--- config.mk ---
export PLATFORM = sky130hd
export DESIGN_NAME = mpbf_queue
export DESIGN_NICKNAME = d
export VERILOG_FILES = /design/src/hw/rtl/mpbf_pkg.sv /design/src/hw/rtl/mpbf_queue.sv
export SDC_FILE = /design/constraint.sdc
export NUM_CORES = 1
export LEC_CHECK = 0
export ABC_AREA = 1
export BUFFER_PORTS_ARGS = -buffer_cell sky130_fd_sc_hd__buf_2
export CORE_MARGIN = 2
export CORE_UTILIZATION = 30
export DETAILED_ROUTE_END_ITERATION = 7
export PLACE_DENSITY = 0.57
export SLEW_MARGIN = 30
export SYNTH_ARGS = -nofsm -noshare
export SYNTH_HDL_FRONTEND = slang
export SYNTH_SLANG_ARGS = --single-unit
--- constraint.sdc ---
create_clock -name clk -period 4.8 [get_ports clk]
set_input_delay 0.48 -clock clk [delete_from_list [all_inputs] [get_ports clk]]
set_output_delay 0.48 -clock clk [all_outputs]
set_load 0.005 [all_outputs]
--- src/hw/rtl/mpbf_pkg.sv ---
// ----------------------------------------------------------------------------
// mpbf_pkg
// Shared types and constants of the byte pipe table: item layouts, operation
// kinds, status codes, the classified command and the back-end states.
// ----------------------------------------------------------------------------
package mpbf_pkg;

	localparam int PIPE_COUNT_DEF  = 8;
	localparam int PIPE_DEPTH_DEF  = 2048;
	localparam int HANDLE_BASE_DEF = 48;
	localparam int QUEUE_DEPTH     = 2;

	typedef enum logic [1:0] {
		KIND_CREATE = 2'd0,
		KIND_WRITE  = 2'd1,
		KIND_READ   = 2'd2,
		KIND_CLOSE  = 2'd3
	} kind_e;

	typedef enum logic [2:0] {
		ST_OK     = 3'd0,
		ST_NOSLOT = 3'd1,
		ST_FULL   = 3'd2,
		ST_EMPTY  = 3'd3,
		ST_EOF    = 3'd4
	} status_e;

	typedef struct packed {
		logic [1:0] kind;
		logic [7:0] handle;
		logic [7:0] byte_in;
	} req_item_t;

	typedef struct packed {
		status_e    status;
		logic [7:0] byte_out;
		logic [7:0] read_handle;
		logic [7:0] write_handle;
	} rsp_item_t;

	// One decoded operation, as handed from the front end to the back end.
	typedef struct packed {
		logic       op_create;
		logic       op_write;
		logic       op_read;
		logic       op_close;
		logic [7:0] handle;
		logic [7:0] data;
	} cmd_t;

	typedef enum logic [1:0] {
		B_IDLE = 2'd0,
		B_LOOK = 2'd1,
		B_EXEC = 2'd2,
		B_RESP = 2'd3
	} back_state_e;

endpackage

--- src/hw/rtl/mpbf_queue.sv ---
// ----------------------------------------------------------------------------
// mpbf_queue
// Short command queue that decouples the front end from the back end.
// ----------------------------------------------------------------------------
module mpbf_queue (
	input  logic           clk,
	input  logic           arst_n,
	input  logic           push_valid,
	output logic           push_ready,
	input  mpbf_pkg::cmd_t push_cmd,
	output logic           pop_valid,
	input  logic           pop_ready,
	output mpbf_pkg::cmd_t pop_cmd
);
	import mpbf_pkg::*;

	localparam int QPTR_W = (QUEUE_DEPTH > 1) ? $clog2(QUEUE_DEPTH) : 1;
	localparam int QCNT_W = $clog2(QUEUE_DEPTH + 1);

	cmd_t              entry_q [QUEUE_DEPTH];
	logic [QPTR_W-1:0] wr_ptr_q;
	logic [QPTR_W-1:0] rd_ptr_q;
	logic [QCNT_W-1:0] count_q;
	logic              push;
	logic              pop;

	assign push_ready = count_q != QCNT_W'(QUEUE_DEPTH);
	assign pop_valid  = count_q != '0;
	assign pop_cmd    = entry_q[rd_ptr_q];
	assign push       = push_valid && push_ready;
	assign pop        = pop_valid && pop_ready;

	always_ff @(posedge clk or negedge arst_n) begin
		if (!arst_n) begin
			wr_ptr_q <= '0;
			rd_ptr_q <= '0;
			count_q  <= '0;
		end else begin
			if (push) begin
				wr_ptr_q <= (wr_ptr_q == QPTR_W'(QUEUE_DEPTH - 1)) ? '0 : wr_ptr_q + 1'b1;
			end
			if (pop) begin
				rd_ptr_q <= (rd_ptr_q == QPTR_W'(QUEUE_DEPTH - 1)) ? '0 : rd_ptr_q + 1'b1;
			end
			if (push && !pop) begin
				count_q <= count_q + 1'b1;
			end else if (pop && !push) begin
				count_q <= count_q - 1'b1;
			end
		end
	end

	always_ff @(posedge clk) begin
		if (push) begin
			entry_q[wr_ptr_q] <= push_cmd;
		end
	end

endmodule

Word level (Yosys, flattened, before mapping)

Memories as Yosys holds them, arrays and structs flattened.
Index checks and enable logic that the tools add are counted.

Flip-flop bits (word level): 4
Bits in writable memories: 40
Input port bits: 24
Output and inout port bits: 22
Memories: 1

Memories:

| memory  | words | width | read ports | clocked after memory_dff | write ports | line             | source |
|---|---|---|---|---|---|---|---|
| entry_q | 2     | 20    | 1          | 0                        | 1           | mpbf_queue.sv:20 | `cmd_t entry_q [QUEUE_DEPTH];` |

Add/sub/neg operators: 4
Eq/ne operators: 1
Mux-type cells: 6
Reductions and logical operators: 8

Operators with widths:

| operator              | number |
|---|---|
| $logic_and A1 B1 Y1   | 4 |
| $mux W1               | 4 |
| $mux W2               | 2 |
| $reduce_bool A2 Y1    | 2 |
| $add A1 B1 Y1 const B | 2 |
| $add A2 B1 Y2 const B | 1 |
| $logic_not A1 Y1      | 2 |
| $ne A2 B2 Y1 const B  | 1 |
| $sub A2 B1 Y2 const B | 1 |

Depth between registers and ports, before layout

Gate-level depths: netlist of run 1.

Depth in word-level cells: 6
Gate-level depth with buffers: 10

Worst setup path after synthesis of run 1

No wires, ideal clock.

Path type: flip-flop to flip-flop
Start point: register count_q[0]
End point: memory entry_q[0][0] (netlist name), enable pin
Library setup time: 397 ps
Arrival: 1436 ps
Setup slack: 2968 ps
Stages on the path, launching flop included: 5
Path buffers: 0
Period minus slack after synthesis: 1832 ps
Cells stage by stage: dfrtp_1 -> inv_2 -> nand2_4 -> nand2_4 -> nor2_1

Cells in the longest elaborated chain, start to end: 4

RTL lines:

| element                       | line             | source |
|---|---|---|
| start, declared               | mpbf_queue.sv:23 | `logic [QCNT_W-1:0] count_q;` |
| start signal, assigned        | mpbf_queue.sv:46 | `count_q <= count_q + 1'b1;` |
| start signal, assigned        | mpbf_queue.sv:48 | `count_q <= count_q - 1'b1;` |
| $ne A2 B2 Y1                  | mpbf_queue.sv:27 | `assign push_ready = count_q != QCNT_W'(QUEUE_DEPTH);` |
| via push_ready                | mpbf_queue.sv:9  | `output logic push_ready,` |
| $logic_and A1 B1 Y1           | mpbf_queue.sv:30 | `assign push = push_valid && push_ready;` |
| $mux W1                       | mpbf_queue.sv:54 | `if (push) begin` |
| $mux W1 (implied by the code) | mpbf_queue.sv:55 | `entry_q[wr_ptr_q] <= push_cmd;` |
| end, declared                 | mpbf_queue.sv:20 |  |

The timed path passes the listed nets, and every way through them passes these cells.

==> impl_metrics.sql, run 1 <==
INSERT INTO impl_metrics (metric_group, metric, value, unit) VALUES
('status', 'status', 'completed', ''),
('global_route', 'grt_antenna_before_repair', '0', ''),
('clocking', 'cts_tree', 'done', ''),
('routing', 'routed-via-count', '1048', ''),
('sta', 'worst-slew-pin-transition', '0.781', 'ns'),
('final_layout', 'regArea', '1300', 'µm²'),
('placement', 'buffer_ports.inserted', '45', ''),
('setup_path', 'timing.critical_path.cells', 'inv_2 > nand2_1 > nand2_1 > buf_2', ''),
('sta', 'timing_hold_violations_final', '0', ''),
('sta', 'clock.fmax', '0.431', 'GHz'),
('power_and_ir_drop', 'power.density', '616', 'nW/µm²'),
('global_route', 'maximum_number_of_pins_on_one_net_before_global_route_repair', '23', ''),
('global_route', 'grt_pass1_vias', '1013', ''),
('power_and_ir_drop', 'fin_total_pwr', '1340', 'µW'),
('synth', 'seq_area_frac_synth', '76.0', '%'),
('setup_path', 'crit_path_max_incr_delay', '0.85', 'ns'),
('global_route', 'globalRoute.totalOverflow', '0', ''),
('final_layout', 'most-common-layout-cells', '66 x nand2_1, 45 x buf_2, 40 x edfxtp_1', ''),
('routing', 'drt-vias-per-instance', '4.11', ''),
('floorplanning', 'die_h', '79.6', 'µm'),
('clocking', 'clock-sinks', '44', ''),
('floorplanning', 'die_width', '79.6', 'µm'),
('sta', 'min_period_over_period', '48.4', '%'),
('clocking', 'post_cts_resized', '0', ''),
('synth', 'synth_area', '1710', 'µm²'),
('sta', 'final_max_tran_viols', '0', ''),
('clocking', 'clk_transition_reported_paths', '0.08', 'ns'),
('final_layout', 'antenna_cells_inserted', '0', ''),
('final_layout', 'layout.cells.most_common', 'nand2_1', ''),
('synth', 'main_area_contributors_after_synthesis', 'edfxtp_1 70%, nand2_1 14%, dfrtp_1 5.8%', ''),
('placement', 'place.detailed.hpwl', '2000', 'µm'),
('final_layout', 'final_layout_size_suffix_gt1_share', '34.4', '%'),
('global_route', 'wire_length_of_the_first_global_routing_pass', '4660', 'µm'),
('synth', 'synthesis.instances', '133', ''),
('sta', 'timing.slew.headroom', '47.9', '%'),
('sta', 'rsz_0062_raised_after_global_routing', 'false', ''),
('power_and_ir_drop', 'power_switching_share', '30.3', '%'),
('clocking', 'cts-buffers-inserted', '5', ''),
('setup_path', 'worstPathMaxFanout', '22', ''),
('power_and_ir_drop', 'power_report.internal_total', '932', 'µW'),
('routing', 'dr.pass1.iters', '4', ''),
('clocking', 'htree_levels', '2', ''),
('sta', 'min_period', '2.32', 'ns'),
('setup_path', 'timing.critical_path.required', '4.32', 'ns'),
('power_and_ir_drop', 'clock_power_share', '28.4', '%'),
('clocking', 'cts-root-to-sink-buffers', '2', ''),
('setup_path', 'path_buf_inv', '2', ''),
('floorplanning', 'num_rows', '27', ''),
('setup_path', 'critPathTopFamily', 'flip-flops', ''),
('setup_path', 'critical_path.slowest_cell', 'dfrtp_1', ''),
('synth', 'yosysTopAreaCellShare', '70.1', '%'),
('power_and_ir_drop', 'power_frac_comb', '27.8', '%'),
('sta', 'fin_setup_tns', '0', 'ns'),
('setup_path', 'criticalPathCategory', 'reg -> out', ''),
('flow_run', 'cap_violations', '0', ''),
('final_layout', 'flow.area_growth_from_synthesis', '26.7', '%'),
('floorplanning', 'area_of_the_placeable_core', '5510', 'µm²'),
('synth', 'synth_top_area_cell', 'edfxtp_1', ''),
('setup_path', 'endpoint_kind', 'primary output', ''),
('synth', 'yosys_warnings', '0', ''),
('power_and_ir_drop', 'irDropWorstVdd', '0.276', 'mV'),
('setup_path', 'timing.critical_path.mode_cell', 'nand2_1', ''),
('floorplanning', 'boundaryPins', '46', ''),
('routing', 'drt_iter0_drc', '48', ''),
('setup_path', 'startpoint_type_of_the_worst_setup_path', 'flip-flop', ''),
('setup_path', 'critPathLaunch', 'rd_ptr_q', ''),
('final_layout', 'final_nets', '207', ''),
('setup_path', 'reg2reg_from', 'rd_ptr_q', ''),
('routing', 'detail_route.wirelength', '2970', 'µm'),
('final_layout', 'postLayoutCellArea', '2170', 'µm²'),
('synth', 'synth_seq_cells', '44', '');
==> power by group through the flow <==
| stage | combinational, µW | sequential [µW] | clock [µW] |
|---|---|---|---|
| global route | 426 | 598 | 401 |
| global placement | 371 | 593 | 0 |
| finish | 372 | 586 | 380 |
| detailed placement | 380 | 595 | 0 |
| CTS | 382 | 586 | 387 |
| floorplan | 264 | 565 | 0 |
==> kinds of logic after synthesis <==
logic type / after synthesis / share of synthesized area (%)
buf+inv: 11 / 3.94
fa+ha+maj: 1 / 0.730
simple gates: 75 / 17.9
flops: 44 / 76.0
xor+xnor: 2 / 1.46
==> state kept, by name (all words and copies together) (netlist names) <==
register  count
wr_ptr_q      1
count_q       2
rd_ptr_q      1
entry_q      40
==> what timing repair did <==
| action | 4_1_cts | 5_1_grt |
|---|---|---|
| buffers inserted | 0 | 0 |
| hold endpoints to repair | 4 | 0 |
| hold buffers | 1 | 0 |
==> worst register-to-register path, stage by stage (launching register included) <==
cell and delay, ns:
dfrtp_1 0.85, inv_2 0.36, nand3_1 0.18, nand2_1 0.06
==> path summary, 6_finish.rpt <==
| kind | cells after the start | to | slack (ns) |
|---|---|---|---|
| worst max-delay path | 4 | pop_cmd[5] | 2.48 |
| min in group asynchronous | 2 | wr_ptr_q | 0.52 |
| max in group asynchronous | 2 | count_q[0] | 4.15 |
| worst min register to register | 1 | count_q[0] | 0.52 |
| worst max register to register | 3 | rd_ptr_q | 3.25 |
| worst min-delay path | 1 | entry_q[1][15] | 0.37 |
==> layout make-up <==
type,instances,area share (%)
clock inverter,3,4.15
tap,72,4.15
inverter,7,1.21
multi-input combinational,78,16.5
clock buffer,5,3.17
timing repair buffer,46,10.8
sequential,44,59.9
==> cells in the mapped netlist (all sizes together) <==
cell type  instances
buf                4
nand4              1
xnor2              1
ha                 1
dfrtp              4
edfxtp            40
nand3              2
nand2             70
nor2               2
inv                7
xor2               1
==> per-stage QoR <==
| stage | utilization (%) | instances | worst slack (ns) | hold WS (ns) |
|---|---|---|---|---|
| after floorplan | - | 133 | 2.97 | 0.184 |
| after global placement | 36.2 | 246 | 2.80 | 0.294 |
| after detailed placement | 36.4 | 246 | 2.80 | 0.297 |
| after CTS | 39.4 | 255 | 2.47 | 0.360 |
| after global routing | 39.4 | 255 | 2.28 | 0.358 |
| final | 39.4 | 255 | 2.48 | 0.366 |
==> metal layers <==
| metal | wire [µm] | global-route usage, % | share of wire [%] | up-vias |
|---|---|---|---|---|
| met1 | 1310 | 13.5 | 44 | 464 |
| met2 | 1370 | 15.1 | 46 | 46 |
| met4 | 45 | 4.14 | 1.5 | 0 |
| met3 | 243 | 3.28 | 8.2 | 6 |
| met5 | 0 | 0 | 0 | - |
| li1 | - | - | - | 532 |
(Power assumes the default switching activity.)
==> run 2, diff against run 1 <==
--- a/config.mk
+++ b/config.mk
@@ -10,7 +10,7 @@
 export CORE_MARGIN = 2
 export CORE_UTILIZATION = 30
 export DETAILED_ROUTE_END_ITERATION = 7
-export PLACE_DENSITY = 0.57
+export PLACE_DENSITY = 0.59
 export SLEW_MARGIN = 30
 export SYNTH_ARGS = -nofsm -noshare
 export SYNTH_HDL_FRONTEND = slang
==> constraint.sdc (replaced) <==
create_clock -name clk -period 2.1 [get_ports clk]
set_input_delay 0.21 -clock clk [delete_from_list [all_inputs] [get_ports clk]]
set_output_delay 0.21 -clock clk [all_outputs]
set_load 0.005 [all_outputs]
==> run 2 against run 1 <==
Effect of this change: routed wire length rose by 2.6%; worst setup slack worse by 2.0 ns; hold slack got worse by 0.26 ns; die area unchanged; first-iteration DRC count decreased by 27%; largest cell class unchanged; highest routed layer unchanged.
==> impl_metrics.sql, run 2 (synthesis gave the netlist of run 1 again) <==
INSERT INTO impl_metrics (metric_group, metric, value, unit) VALUES
('setup_path', 'endpoint_kind', 'primary output', ''),
('routing', 'route.top_layer_used', 'met4', ''),
('final_layout', 'final_nets', '210', ''),
('final_layout', 'multi_input_comb_area', '349', 'µm²'),
('final_layout', 'most-common-layout-cells', '66 x nand2_1, 45 x buf_2, 40 x edfxtp_1', ''),
('final_layout', 'antenna_cells_inserted', '0', ''),
('flow_run', 'cap_violations', '0', ''),
('global_route', 'globalRoute.totalOverflow', '0', ''),
('final_layout', 'layout.cells.most_common', 'nand2_1', ''),
('sta', 'min_period_over_period', '77.1', '%'),
('sta', 'timing_hold_violations_final', '0', ''),
('final_layout', 'layout_top_registers', 'entry_q x40, count_q x2', ''),
('routing', 'detail_route.drc_violations', '0', ''),
('floorplanning', 'area_of_the_placeable_core', '5510', 'µm²'),
('setup_path', 'timing.critical_path.cells', 'inv_2 > nand2_1 > nand2_1 > buf_2', ''),
('sta', 'final_max_tran_viols', '0', ''),
('setup_path', 'critPathTopFamily', 'flip-flops', ''),
('setup_path', 'critical_path.slowest_cell', 'dfrtp_1', ''),
('clocking', 'post-cts-setup-buffer-count', '0', ''),
('setup_path', 'crit_path_max_incr_delay', '0.49', 'ns'),
('clocking', 'cts-buffers-inserted', '5', ''),
('routing', 'drt-vias-per-instance', '4.04', ''),
('floorplanning', 'die_h', '79.6', 'µm'),
('final_layout', 'n_fill_cell', '538', ''),
('final_layout', 'postLayoutCellArea', '2140', 'µm²'),
('clocking', 'htree_levels', '2', ''),
('clocking', 'clk_latency', '0.29', 'ns'),
('clocking', 'clock-sinks', '44', ''),
('clocking', 'cts_tree', 'done', ''),
('setup_path', 'worstPathMaxFanout', '21', ''),
('routing', 'detail_route.wirelength', '3050', 'µm'),
('floorplanning', 'die_width', '79.6', 'µm'),
('global_route', 'maximum_number_of_pins_on_one_net_before_global_route_repair', '22', ''),
('sta', 'skew', '0.00379', 'ns'),
('routing', 'wl_met3', '153', 'µm'),
('setup_path', 'timing.critical_path.required', '1.89', 'ns'),
('setup_path', 'startpoint_type_of_the_worst_setup_path', 'flip-flop', ''),
('power_and_ir_drop', 'power.density', '1320', 'nW/µm²'),
('final_layout', 'final_layout_size_suffix_gt1_share', '35.5', '%'),
('sta', 'timing.slew.headroom', '74.3', '%'),
('floorplanning', 'initial_cell_density_of_the_core', '31.1', '%'),
('sta', 'worst-slew-pin-transition', '0.385', 'ns'),
('clocking', 'cts-root-buf', 'clkbuf_8', ''),
('routing', 'antenna_left', '0', ''),
('clocking', 'cts-root-to-sink-buffers', '2', ''),
('global_route', 'grt_antenna_before_repair', '0', ''),
('min_path', 'hold_path_class', 'in -> reg', ''),
('final_layout', 'flow.area_growth_from_synthesis', '24.7', '%'),
('placement', 'buffer_ports.inserted', '45', ''),
('routing', 'dr.pass1.iters', '4', ''),
('power_and_ir_drop', 'static-leakage-power', '0.000942', 'µW'),
('sta', 'fin_setup_tns', '0', 'ns'),
('sta', 'setup_viol', '0', ''),
('sta', 'min_period', '1.62', 'ns'),
('sta', 'clock.fmax', '0.618', 'GHz'),
('setup_path', 'path_buf_inv', '2', ''),
('placement', 'placement.cell_area', '2010', 'µm²'),
('sta', 'rsz_0062_raised_after_global_routing', 'false', ''),
('status', 'status', 'completed', ''),
('global_route', 'grt_pass1_vias', '1039', ''),
('global_route', 'grt_use_total', '10.4', '%'),
('clocking', 'clk_transition_reported_paths', '0.08', 'ns'),
('final_layout', 'regArea', '1300', 'µm²'),
('setup_path', 'criticalPathCategory', 'reg -> out', ''),
('routing', 'drt_iter0_drc', '35', ''),
('placement', 'place.detailed.hpwl', '2060', 'µm'),
('routing', 'met1Wirelength', '1460', 'µm'),
('final_layout', 'registers.top_by_ff_count', 'entry_q', ''),
('floorplanning', 'boundaryPins', '46', ''),
('placement', 'finalWeightedCongestion', '0.683', ''),
('routing', 'routed-via-count', '1043', ''),
('routing', 'route.detailed.wl_per_inst', '11.8', 'µm'),
('global_route', 'wire_length_of_the_first_global_routing_pass', '4750', 'µm'),
('power_and_ir_drop', 'irDropWorstVdd', '0.411', 'mV'),
('routing', 'met2_wirelength', '1380', 'µm'),
('floorplanning', 'num_rows', '27', ''),
('setup_path', 'timing.critical_path.mode_cell', 'nand2_1', ''),
('setup_path', 'worst-endpoint-arrival', '1.41', 'ns'),
('floorplanning', 'die_area', '6330', 'µm²'),
('final_layout', 'largest_register_ffs', '40', '');
==> run 2: changes by cell type in the layout (fill, tap and decap cells not counted), sizes merged <==
cell,previous run,this run
clkinv,0,1
buf,45,48
clkinvlp,0,1
bufinv,3,1
==> run 2: final timing paths <==
path	startpoint	slack [ns]	end	cells past startpoint
setup / recovery	rd_ptr_q	0.48	pop_cmd[18]	4
max in group asynchronous	arst_n	1.71	count_q[1]	2
hold reg to reg	count_q[0]	0.52	count_q[0]	1
hold / removal	push_cmd[17]	0.11	entry_q[1][17]	1
setup reg to reg	count_q[0]	0.71	count_q[1]	9
min in group asynchronous	arst_n	0.26	wr_ptr_q	2
==> run 2: area by class of cell <==
cell class                 count  share of cell area, %
sequential                    44                   60.9
multi-input combinational     78                   16.3
timing repair buffer          49                   12.1
tap                           72                   4.22
clock buffer                   5                   3.22
clock inverter                 3                   1.99
inverter                       7                   1.23
==> run 2: per-stage QoR <==
stage,setup slack [ns],power (µW),hold WS (ns),instances,utilization (%)
finish,0.482,2820,0.106,258,38.8
global route,0.329,3030,0.0906,258,38.8
global placement,0.726,2240,0.0261,249,36.6
CTS,0.430,2880,0.0930,258,38.8
floorplan,0.268,1900,-0.0856,133,-
detailed placement,0.714,2250,0.0271,249,36.6
==> run 2: power by group <==
| part | switching, µW | total (µW) | leakage [µW] | internal (µW) |
|---|---|---|---|---|
| sequential | 87.0 | 1290 | 0.000420 | 1200 |
| combinational | 552 | 906 | 0.000468 | 353 |
| clock | 274 | 625 | 0.0000541 | 352 |
| total | 913 | 2820 | 0.000942 | 1910 |
==> run 2: layer usage <==
layer | GRT usage (%) | vias to the layer above
met5 | 0 | -
met4 | 5.69 | 0
met3 | 2.83 | 5
met2 | 15.8 | 36
met1 | 13.3 | 465
li1 | - | 537
==> run 2: what timing repair did <==
action,4_1_cts,5_1_grt
resized for setup,0,0
hold buffers,1,0
endpoints found under the hold margin,4,0
