[src/hw/rtl/mpbf_pkg.sv]
// ----------------------------------------------------------------------------
// mpbf_pkg
// Shared types and constants of the byte pipe table: item layouts, operation
// kinds, status codes, the classified command and the back-end states.
// ----------------------------------------------------------------------------
package mpbf_pkg;

	localparam int PIPE_COUNT_DEF  = 8;
	localparam int PIPE_DEPTH_DEF  = 2048;
	localparam int HANDLE_BASE_DEF = 48;
	localparam int QUEUE_DEPTH     = 2;

	typedef enum logic [1:0] {
		KIND_CREATE = 2'd0,
		KIND_WRITE  = 2'd1,
		KIND_READ   = 2'd2,
		KIND_CLOSE  = 2'd3
	} kind_e;

	typedef enum logic [2:0] {
		ST_OK     = 3'd0,
		ST_NOSLOT = 3'd1,
		ST_FULL   = 3'd2,
		ST_EMPTY  = 3'd3,
		ST_EOF    = 3'd4
	} status_e;

	typedef struct packed {
		logic [1:0] kind;
		logic [7:0] handle;
		logic [7:0] byte_in;
	} req_item_t;

	typedef struct packed {
		status_e    status;
		logic [7:0] byte_out;
		logic [7:0] read_handle;
		logic [7:0] write_handle;
	} rsp_item_t;

	// One decoded operation, as handed from the front end to the back end.
	typedef struct packed {
		logic       op_create;
		logic       op_write;
		logic       op_read;
		logic       op_close;
		logic [7:0] handle;
		logic [7:0] data;
	} cmd_t;

	typedef enum logic [1:0] {
		B_IDLE = 2'd0,
		B_LOOK = 2'd1,
		B_EXEC = 2'd2,
		B_RESP = 2'd3
	} back_state_e;

endpackage

[src/hw/rtl/mpbf_front.sv]
// ----------------------------------------------------------------------------
// mpbf_front
// Input register: accepts request items and decodes the kind into a command.
// ----------------------------------------------------------------------------
module mpbf_front (
	input  logic               clk,
	input  logic               arst_n,
	input  logic               req_valid,
	output logic               req_ready,
	input  mpbf_pkg::req_item_t req,
	output logic               cmd_valid,
	input  logic               cmd_ready,
	output mpbf_pkg::cmd_t     cmd
);
	import mpbf_pkg::*;

	logic cmd_valid_q;
	cmd_t cmd_q;
	cmd_t cmd_d;

	assign req_ready = !cmd_valid_q || cmd_ready;
	assign cmd_valid = cmd_valid_q;
	assign cmd       = cmd_q;

	always_comb begin
		cmd_d = '0;
		cmd_d.handle = req.handle;
		cmd_d.data   = req.byte_in;
		unique case (kind_e'(req.kind))
			KIND_CREATE: begin
				cmd_d.op_create = 1'b1;
			end
			KIND_WRITE: begin
				cmd_d.op_write = 1'b1;
			end
			KIND_READ: begin
				cmd_d.op_read = 1'b1;
			end
			KIND_CLOSE: begin
				cmd_d.op_close = 1'b1;
			end
		endcase
	end

	always_ff @(posedge clk or negedge arst_n) begin
		if (!arst_n) begin
			cmd_valid_q <= 1'b0;
		end else if (req_ready) begin
			cmd_valid_q <= req_valid;
		end
	end

	always_ff @(posedge clk) begin
		if (req_valid && req_ready) begin
			cmd_q <= cmd_d;
		end
	end

endmodule

[config.mk]
export PLATFORM = sky130hd
export DESIGN_NAME = mpbf_front
export DESIGN_NICKNAME = d
export VERILOG_FILES = /design/src/hw/rtl/mpbf_pkg.sv /design/src/hw/rtl/mpbf_front.sv
export SDC_FILE = /design/constraint.sdc
export NUM_CORES = 1
export LEC_CHECK = 0
export BUFFER_PORTS_ARGS = -buffer_cell sky130_fd_sc_hd__buf_4
export CAP_MARGIN = 15
export CELL_PAD_IN_SITES_DETAIL_PLACEMENT = 0
export CELL_PAD_IN_SITES_GLOBAL_PLACEMENT = 1
export CORE_AREA = 2 2 49 51
export CTS_BUF_LIST = sky130_fd_sc_hd__clkbuf_2 sky130_fd_sc_hd__clkbuf_4 sky130_fd_sc_hd__clkbuf_8
export CTS_CLUSTER_SIZE = 14
export DETAILED_ROUTE_END_ITERATION = 8
export DIE_AREA = 0 0 51 53
export GPL_TIMING_DRIVEN = 0
export PLACE_DENSITY_LB_ADDON = 0.1
export SLEW_MARGIN = 5
export SYNTH_ARGS = -nofsm -noshare
export SYNTH_HDL_FRONTEND = slang
export SYNTH_SLANG_ARGS = --single-unit
[constraint.sdc]
create_clock -name clk -period 1.2 [get_ports clk]
set_input_delay 0.12 -clock clk [delete_from_list [all_inputs] [get_ports clk]]
set_output_delay 0.12 -clock clk [all_outputs]
set_load 0.05 [all_outputs]
; ---- Word-level counts from Yosys, hierarchy flattened
; Index checks and enable logic that the tools add are counted.
[word_totals]
regBits = 21
in_bits = 22
wordCells = 18
[classes]
eq_ne = 3
n_mux = 4
reduce_logical = 4
[ops]
columns = operator, n
row1 = "== test 2 bit, second input constant", 2
row2 = 2-to-1 mux 1 bit, 4
row3 = "== test 2 x 1 -> 1 bit, second input constant", 1
row4 = logical NOT 2 bit, 1
row5 = logical AND 1 bit, 1
row6 = logical NOT 1 bit, 1
row7 = logical OR 1 bit, 1

; ---- Logic depth before layout (Yosys ltp)
; Gate-level depths: netlist of run 1.
[logic_depth]
word_depth = 3
depth_mapped = 2
ltp_nobuf = 2

; ---- Worst setup path before layout of run 1
; OpenSTA, ideal clock, no wires.
[synth_path]
kind = register to register
from = register cmd_valid_q (netlist: cmd_valid)
to = register cmd_q, in the netlist cmd[0] (enable)
setup_time_ps = 319
arrival_time_ps = 1130
path_slack_ps = -249
stages_incl_launch_ff = 3
path_buffers = 0
synth_period_minus_slack_ps = 1449
cell_sequence = dfrtp_1 > nand2b_4 > and2_4
[synth_via]
elab_chain_cells = 3
[synth_lines]
columns = item, line
row1 = start: declaration, mpbf_front.sv:17  ; logic cmd_valid_q;
row2 = start signal: assignment, mpbf_front.sv:49  ; cmd_valid_q <= req_valid;
row3 = logical NOT 1 bit, mpbf_front.sv:21  ; assign req_ready = !cmd_valid_q || cmd_ready;
row4 = logical OR 1 bit, mpbf_front.sv:21
row5 = via req_ready, mpbf_front.sv:9  ; output logic req_ready,
row6 = logical AND 1 bit, mpbf_front.sv:54  ; if (req_valid && req_ready) begin
row7 = end signal: assignment, mpbf_front.sv:55  ; cmd_q <= cmd_d;
row8 = end: declaration, mpbf_front.sv:18  ; cmd_t cmd_q;
; The timed path passes the listed nets, and every way through them passes these cells.
; A chain may end at the register's enable or synchronous reset.

; ---- Worst setup path after layout of run 1
[layout_path]
from = register cmd_valid_q (netlist: cmd_valid)
to = register cmd_q, in the netlist cmd[10] (enable)
[layout_via]
elab_chain_cells = 3
[layout_lines]
columns = item, line
row1 = logical NOT 1 bit, mpbf_front.sv:21
row2 = logical OR 1 bit, mpbf_front.sv:21
row3 = logical AND 1 bit, mpbf_front.sv:54
; No other way between the ends.

==> results.py, run 1 <==
metrics = {
    "clock_network": {
        "clkSinkCount": 21,
        "cts_tree": "yes",
        "cts.hold.buffers_added": 17,
        "clkLatencyLatePin_ns": 0.29,
        "root_buffer": "clkbuf_4",
        "path_clk_slew_ns": 0.11,
        "numCtsBuffers": 3,
        "ctsResizeCount": 0,
        "htree_num_levels": 1,
        "cts_setup_buffers": 0,
        "cts_buffer_depth": 2,
    },
    "sta": {
        "worst_slack_ns": 0.0790,
        "whs_ns": 0.0236,
        "min_period_over_period_pct": 93.4,
        "finClkSkew_ns": 0.00462,
        "hold_viol_final": 0,
        "final-setup-viol-count": 0,
        "relSlewSlack_pct": 83.5,
        "worst_pin_slew_ns": 0.247,
        "fin_crit_ns": 1.12,
        "maxSlewViolCount": 0,
        "fmax_ghz": 0.892,
        "grt_setup_unrepaired": "false",
    },
    "power": {
        "power_per_cell_area_nw_per_um2": 1240,
        "netSwitchingPower_mw": 0.397,
        "swShare_pct": 25.8,
        "ir_worst_vdd_mv": 0.690,
        "intPower_mw": 1.14,
        "power_frac_seq_pct": 56.1,
        "cellLeakagePower_nw": 0.523,
        "pwr-share-clk_pct": 22.1,
        "power.share.combinational_pct": 21.8,
    },
    "floorplanning": {
        "io_pins": 44,
        "die_height_um": 53,
        "die_x_um": 51,
        "die_area_um2": 2700,
        "initial_core_util_pct": 31.5,
        "fp.coreArea_um2": 2150,
        "rows": 17,
    },
    "setup_path": {
        "slowest_delay_ns": 0.44,
        "r2r-end": "cmd[10]$_DFFE_PP_",
        "r2r_setup_slack_ns": 0.08,
        "reg2reg_from": "cmd_valid$_DFFE_PN0P_",
        "worstSetupPathType": "register to register",
        "cp.required_ns": 1.18,
        "critPathMaxFanout": 20,
        "critPathCaptureType": "register",
        "r2r_cells": 2,
        "worstPathCellList": "nand2b_4, and2_4",
        "critPathLaunchType": "register",
        "cp.arrival_ns": 1.10,
        "cp_slowest_cell": "dfrtp_2",
    },
    "min_path": {
        "holdPathStages": 2,
        "min_to": "cmd_valid$_DFFE_PN0P_",
        "hold_path_class": "primary input to register",
        "hp-start": "req_valid",
    },
    "drt": {
        "routedWlPerCell_um": 10.3,
        "firstDrtPassIters": 1,
        "drt-vias-per-instance": 3.88,
        "num_vias": 466,
        "drc": 0,
        "drt_wl_total_um": 1240,
        "drt-initial-drc-count": 0,
        "ant_nets": 0,
    },
    "synth": {
        "syn-num-nets": 50,
        "synth_area_per_cell_um2": 24.2,
        "synth_warnings": 0,
        "ys_seq_area_share_pct": 92.4,
        "synth_seq_cells": 21,
        "synthCells": 28,
        "synth_area_um2": 677,
        "synth_cell_types": 8,
    },
    "final_layout": {
        "n_fill_cell": 175,
        "mostFrequentLayoutCell": "buf_4",
        "drive_above_1_share_pct": 54.3,
        "final_nets": 115,
        "seqCellArea_um2": 627,
        "final_cell_mix": "43 x buf_4, 20 x edfxtp_1, 17 x dlygate4sd3_1",
        "synthToLayoutAreaGrowth_pct": 82.6,
        "diodes": 0,
        "multi_input_area_um2": 51.3,
    },
    "global_route": {
        "grt_antenna_before_repair": 0,
        "first_global_vias": 499,
        "grtUsageTotal_pct": 9.96,
        "grt_max_degree": 21,
        "grt-ovfl-total": 0,
        "grt_pass1_wl_um": 1960,
    },
    "placement": {
        "numPortBuffers": 43,
        "dp_slack_ns": 0.0764,
        "globalplace.congestion": 0.671,
    },
    "run": {
        "max_cap_violations": 0,
    },
    "outcome": {
        "status": "finished clean",
    },
}
==> sequential cells by signal, indices dropped and copies added (netlist names) <==
name,cells
cmd,20
cmd_valid,1
==> through the flow <==
stage	instance area [um^2]	utilization [%]	std cells	total power, mW	TNS (ns)
final	1240	57.5	120	1.54	0
after global routing	1240	57.5	120	1.61	0
after global placement	1040	48.2	99	1.17	0
after floorplan	678	-	28	1.05	-2.71
after detailed placement	1040	48.2	99	1.17	0
after CTS	1240	57.5	120	1.56	0
==> critical path: cells and delay by family (launching register included) <==
kind             cells  cell delay (ns)
and+or+nand+nor      2             0.38
DFF                  1             0.44
==> kinds of logic after synthesis <==
logic type       synth area share, %
and+or+nand+nor                 7.58
DFF                             92.4
==> cell usage after synthesis (all sizes together) <==
master | n | area [um^2]
nor2b | 2 | 12.5
and2 | 2 | 15.0
nor2 | 1 | 3.75
dfrtp | 1 | 25.0
edfxtp | 20 | 601
nand2b | 2 | 20.0
==> cell type report <==
| cell class | count | area share, % |
|---|---|---|
| Clock buffer | 4 | 2.43 |
| Multi-Input combinational cell | 7 | 4.15 |
| Sequential cell | 21 | 50.7 |
| Tap cell | 28 | 2.83 |
| Timing Repair Buffer | 60 | 39.9 |
==> layer usage <==
metal / GRT usage [%] / share of wire [%] / wire [um]
met1: 9.51 / 34 / 419
met3: 3.39 / 11 / 130
met4: 4.05 / 0 / 0
met5: 0 / 0 / 0
met2: 19.3 / 55 / 687
==> worst max path at each step <==
stage | to | from | depth (start not counted) | slack, ns
final | cmd[10]$_DFFE_PP_ | cmd_valid$_DFFE_PN0P_ | 2 | 0.08
after CTS | cmd[9]$_DFFE_PP_ | cmd_valid$_DFFE_PN0P_ | 2 | 0.06
after detailed placement | cmd[4]$_DFFE_PP_ | cmd_valid$_DFFE_PN0P_ | 2 | 0.08
after global placement | cmd[4]$_DFFE_PP_ | cmd_valid$_DFFE_PN0P_ | 2 | 0.08
after global routing | cmd[9]$_DFFE_PP_ | cmd_valid$_DFFE_PN0P_ | 2 | 0.02
after floorplan | cmd[0]$_DFFE_PP_ | cmd_valid$_DFFE_PN0P_ | 2 | -0.14
==> power groups by stage <==
stage	sequential (mW)	combinational, mW	clock [mW]
6_report	0.863	0.335	0.340
4_1_cts	0.864	0.338	0.357
2_1_floorplan	1.02	0.0340	0
3_5_place_dp	0.881	0.294	0
5_1_grt	0.867	0.353	0.385
3_3_place_gp	0.880	0.292	0
(Power assumes the default switching activity.)
==> run 2, diff against run 1 <==
==> constraint.sdc (replaced) <==
create_clock -name clk -period 1.2 [get_ports clk]
set_input_delay 0.12 -clock clk [delete_from_list [all_inputs] [get_ports clk]]
set_output_delay 0.12 -clock clk [all_outputs]
set_load 0.02 [all_outputs]
==> run 2 against run 1 <==
  * Die area stayed put
  * Critical path depth stayed put
  * Via count is 5.2% higher
  * Worst setup slack worse by 0.0079 ns
  * Combinational power is 28% lower
  * Sequential share of layout area hardly changed
  * Total power is 5.8% lower
==> results.py, run 2 (synthesis gave the netlist of run 1 again) <==
metrics = {
    "setup_path": {
        "critPathCaptureType": "register",
        "reg2reg_from": "cmd_valid$_DFFE_PN0P_",
        "cp.arrival_ns": 1.11,
        "r2r_setup_slack_ns": 0.07,
        "critPathMaxFanout": 20,
        "cp.required_ns": 1.18,
        "critPathLaunchType": "register",
        "worstSetupPathType": "register to register",
        "r2r_cells": 2,
        "r2r-end": "cmd[15]$_DFFE_PP_",
    },
    "floorplanning": {
        "rows": 17,
        "initial_core_util_pct": 31.5,
        "die_height_um": 53,
        "die_area_um2": 2700,
        "die_x_um": 51,
        "fp.coreArea_um2": 2150,
        "io_pins": 44,
    },
    "sta": {
        "final-setup-viol-count": 0,
        "fmax_ghz": 0.886,
        "fin_crit_ns": 1.13,
        "tns_ns": 0,
        "worst_pin_slew_ns": 0.261,
        "maxSlewViolCount": 0,
        "worst_slack_ns": 0.0711,
        "finClkSkew_ns": 0.00233,
        "relSlewSlack_pct": 82.6,
        "grt_setup_unrepaired": "false",
        "hold_viol_final": 0,
        "min_period_over_period_pct": 94.1,
    },
    "final_layout": {
        "drive_above_1_share_pct": 53.3,
        "final_cell_mix": "43 x buf_4, 20 x edfxtp_1, 17 x dlygate4sd3_1",
        "largest_reg_flops": 20,
        "final_nets": 115,
        "synthToLayoutAreaGrowth_pct": 82.4,
        "n_fill_cell": 184,
        "mostFrequentLayoutCell": "buf_4",
        "diodes": 0,
    },
    "outcome": {
        "status": "finished clean",
    },
    "drt": {
        "drc": 0,
        "drt_wl_total_um": 1270,
        "routedWlPerCell_um": 10.6,
        "firstDrtPassIters": 3,
        "num_vias": 490,
        "ant_nets": 0,
        "drt-initial-drc-count": 3,
        "drt-vias-per-instance": 4.08,
    },
    "placement": {
        "dp_slack_ns": 0.0761,
        "numPortBuffers": 43,
        "globalplace.congestion": 0.610,
    },
    "clock_network": {
        "cts_tree": "yes",
        "clkLatencyLatePin_ns": 0.29,
        "clkSinkCount": 21,
        "numCtsBuffers": 3,
        "htree_num_levels": 1,
        "cts_buffer_depth": 2,
        "root_buffer": "clkbuf_4",
        "path_clk_slew_ns": 0.11,
    },
    "min_path": {
        "hp-start": "req_valid",
        "holdPathStages": 2,
        "hold_path_class": "primary input to register",
        "min_to": "cmd_valid$_DFFE_PN0P_",
    },
    "power": {
        "cellLeakagePower_nw": 0.523,
        "power_per_cell_area_nw_per_um2": 1170,
        "ir_worst_vdd_mv": 0.764,
    },
    "global_route": {
        "first_global_vias": 478,
        "grt_max_degree": 21,
        "grtUsageTotal_pct": 11.0,
        "grt_pass1_wl_um": 2050,
        "grt-ovfl-total": 0,
        "grt_antenna_before_repair": 0,
    },
    "run": {
        "max_cap_violations": 0,
    },
}
[run 2: area by class of cell]
cell class / instances / area (um^2) / area share, %
Sequential cell: 21 / 626 / 50.7
Timing Repair Buffer: 60 / 493 / 39.9
Multi-Input combinational cell: 7 / 51.3 / 4.15
Tap cell: 28 / 35.0 / 2.84
Clock buffer: 4 / 30.0 / 2.43
[run 2: what timing repair did]
item	CTS	global route
resized for setup	0	0
hold buffers	17	0
hold endpoints to repair	17	0
endpoints found under the setup margin	0	0
setup buffers	0	0
[run 2: critical path: stages (launching register included)]
cell	delay, ns
dfrtp_1	0.43
nand2b_4	0.09
and2_4	0.30
[run 2: worst max path at each step]
stage | depth (start not counted) | startpoint | slack (ns) | to
2_1_floorplan | 2 | cmd_valid$_DFFE_PN0P_ | 0.003 | cmd[0]$_DFFE_PP_
3_3_place_gp | 2 | cmd_valid$_DFFE_PN0P_ | 0.08 | cmd[1]$_DFFE_PP_
3_5_place_dp | 2 | cmd_valid$_DFFE_PN0P_ | 0.08 | cmd[8]$_DFFE_PP_
4_1_cts | 2 | cmd_valid$_DFFE_PN0P_ | 0.06 | cmd[10]$_DFFE_PP_
5_1_grt | 2 | cmd_valid$_DFFE_PN0P_ | 0.02 | cmd[8]$_DFFE_PP_
6_report | 2 | cmd_valid$_DFFE_PN0P_ | 0.07 | cmd[15]$_DFFE_PP_
[run 2: report_power, final]
part	switching [mW]	internal [mW]
combinational	0.105	0.137
sequential	0.0117	0.851
clock	0.192	0.152
[run 2: through the flow]
step	area (um^2)	util, %	std cells	hold slack, ns	power [mW]
after global placement	1030	48.2	99	-0.105	1.08
final	1230	57.5	120	0.0233	1.45
after floorplan	677	-	28	-0.176	0.960
after global routing	1230	57.5	120	0.0142	1.52
after CTS	1230	57.5	120	0.0115	1.47
after detailed placement	1030	48.2	99	-0.102	1.08
[run 2: metal layers]
metal  part of all wire (%)  vias up  global-route usage (%)  wire (um)
li1                       -      235                       -          -
met1                     35      229                    10.7        449
met2                     55       26                    19.9        702
met3                    9.4        0                    3.67        119
met4                      0        0                    6.76          0
met5                      0        -                       0          0
==> run 3, diff against run 2 <==
--- a/config.mk
+++ b/config.mk
@@ -14,8 +14,7 @@
 export CTS_CLUSTER_SIZE = 14
 export DETAILED_ROUTE_END_ITERATION = 8
 export DIE_AREA = 0 0 51 53
-export GPL_TIMING_DRIVEN = 0
-export PLACE_DENSITY_LB_ADDON = 0.1
+export PLACE_DENSITY = 0.79
 export SLEW_MARGIN = 5
 export SYNTH_ARGS = -nofsm -noshare
 export SYNTH_HDL_FRONTEND = slang
==> run 3 against run 2 <==
  * Sequential power is essentially flat
  * Total power shrank 1.6%
  * Die area stayed put
  * Combinational power hardly changed
  * Clock skew up 0.0052 ns
  * Register-to-register slack better by 0.02 ns
  * Core utilization shrank 0.12 points
  * Critical path type unchanged
  * Critical endpoint is now cmd[5]$_DFFE_PP_
  * Highest routed layer is now met4
==> results.py, run 3 (synthesis gave the netlist of run 1 again) <==
metrics = {
    "outcome": {
        "status": "finished clean",
    },
    "final_layout": {
        "drive_above_1_share_pct": 53.3,
        "largest_reg_flops": 20,
        "final_cell_mix": "43 x buf_4, 20 x edfxtp_1, 17 x dlygate4sd3_1",
        "mostFrequentLayoutCell": "buf_4",
        "multi_input_area_um2": 51.3,
        "final_nets": 115,
        "diodes": 0,
        "n_fill_cell": 170,
        "synthToLayoutAreaGrowth_pct": 82.1,
        "seqCellArea_um2": 626,
    },
    "floorplanning": {
        "die_x_um": 51,
        "die_height_um": 53,
        "die_area_um2": 2700,
        "io_pins": 44,
        "rows": 17,
        "fp.coreArea_um2": 2150,
        "initial_core_util_pct": 31.5,
    },
    "drt": {
        "drt-initial-drc-count": 8,
        "num_vias": 473,
        "drt_wl_total_um": 1510,
        "routedWlPerCell_um": 12.6,
        "firstDrtPassIters": 4,
        "drc": 0,
        "drt-vias-per-instance": 3.94,
        "ant_nets": 0,
    },
    "global_route": {
        "busiest_layer": "met2",
        "use_met2_pct": 19.5,
        "use_met3_pct": 3.67,
        "grtUsageMet1_pct": 13.0,
        "grt-ovfl-total": 0,
        "grtUsageTotal_pct": 11.6,
        "grt_pass1_wl_um": 2170,
        "grt_antenna_before_repair": 0,
        "first_global_vias": 463,
        "grt_max_degree": 21,
    },
    "power": {
        "power_per_cell_area_nw_per_um2": 1160,
        "cellLeakagePower_nw": 0.523,
        "totalPowerFinal_mw": 1.43,
        "ir_worst_vdd_mv": 0.482,
    },
    "min_path": {
        "min_to": "cmd_valid$_DFFE_PN0P_",
        "hold_path_class": "primary input to register",
        "holdPathStages": 2,
        "hp-start": "req_valid",
    },
    "setup_path": {
        "slowest_delay_ns": 0.42,
        "critPathCaptureType": "register",
        "r2r_setup_slack_ns": 0.09,
        "critPathMaxFanout": 20,
        "cp.required_ns": 1.18,
        "worstSetupPathType": "register to register",
        "worstPathCellList": "nand2b_4, and2_4",
        "r2r-end": "cmd[5]$_DFFE_PP_",
        "reg2reg_from": "cmd_valid$_DFFE_PN0P_",
        "r2r_cells": 2,
        "cp_slowest_cell": "dfrtp_1",
        "critPathLaunchType": "register",
        "cp.arrival_ns": 1.09,
    },
    "sta": {
        "fmax_ghz": 0.899,
        "finClkSkew_ns": 0.00756,
        "tns_ns": 0,
        "min_period_over_period_pct": 92.7,
        "final-setup-viol-count": 0,
        "grt_setup_unrepaired": "false",
        "hold_viol_final": 0,
        "maxSlewViolCount": 0,
        "fin_crit_ns": 1.11,
        "worst_pin_slew_ns": 0.249,
        "relSlewSlack_pct": 83.4,
    },
    "clock_network": {
        "cts_setup_buffers": 0,
        "cts_tree": "yes",
        "htree_num_levels": 1,
        "cts.hold.buffers_added": 16,
        "clkSinkCount": 21,
        "ctsResizeCount": 0,
        "numCtsBuffers": 3,
        "root_buffer": "clkbuf_4",
        "clkLatencyLatePin_ns": 0.29,
        "cts_buffer_depth": 2,
        "path_clk_slew_ns": 0.10,
    },
    "placement": {
        "numPortBuffers": 43,
        "globalplace.congestion": 0.607,
    },
    "run": {
        "max_cap_violations": 0,
    },
}
==> run 3: per-layer routing <==
metal / wire length, um / part of all wire (%)
met1: 596 / 40
met2: 716 / 48
met3: 185 / 12
met4: 7 / 0.46
met5: 0 / 0
==> run 3: how the worst max path moves through the flow <==
stage | end | start | cells after the start | slack [ns]
2_1_floorplan | cmd[0]$_DFFE_PP_ | cmd_valid$_DFFE_PN0P_ | 2 | 0.003
3_5_place_dp | cmd[11]$_DFFE_PP_ | cmd_valid$_DFFE_PN0P_ | 2 | 0.09
3_3_place_gp | cmd[11]$_DFFE_PP_ | cmd_valid$_DFFE_PN0P_ | 2 | 0.11
6_report | cmd[5]$_DFFE_PP_ | cmd_valid$_DFFE_PN0P_ | 2 | 0.09
4_1_cts | cmd[2]$_DFFE_PP_ | cmd_valid$_DFFE_PN0P_ | 2 | 0.07
5_1_grt | cmd[3]$_DFFE_PP_ | cmd_valid$_DFFE_PN0P_ | 2 | 0.03
==> run 3: worst max-delay path, delay by kind of cell (launching register included) <==
family / cells / cell delay (ns)
DFF: 1 / 0.42
and+or+nand+nor: 2 / 0.39
==> run 3: report_power, final <==
group / total [mW] / leakage [nW] / internal, mW / switching [mW]
Combinational: 0.245 / 0.303 / 0.137 / 0.108
Clock: 0.317 / 0.0177 / 0.124 / 0.193
Sequential: 0.864 / 0.202 / 0.851 / 0.0132
Total: 1.43 / 0.523 / 1.11 / 0.314
==> run 3: area by class of cell <==
type                            count  area share, %
Tap cell                           28           2.84
Clock inverter                      1          0.406
Sequential cell                    21           50.8
Clock buffer                        3           1.83
Multi-Input combinational cell      7           4.16
Timing Repair Buffer               60           40.0
==> run 3: through the flow <==
| stage | setup slack (ns) | hold slack, ns | utilization [%] | cells | cell area [um^2] |
|---|---|---|---|---|---|
| after global routing | 0.0272 | 0.0171 | 57.4 | 120 | 1230 |
| after floorplan | 0.00336 | -0.176 | - | 28 | 677 |
| after global placement | 0.106 | -0.101 | 48.2 | 99 | 1030 |
| final | 0.0879 | 0.0275 | 57.4 | 120 | 1230 |
| after CTS | 0.0741 | 0.000633 | 56.9 | 119 | 1220 |
| after detailed placement | 0.0856 | -0.102 | 48.2 | 99 | 1030 |
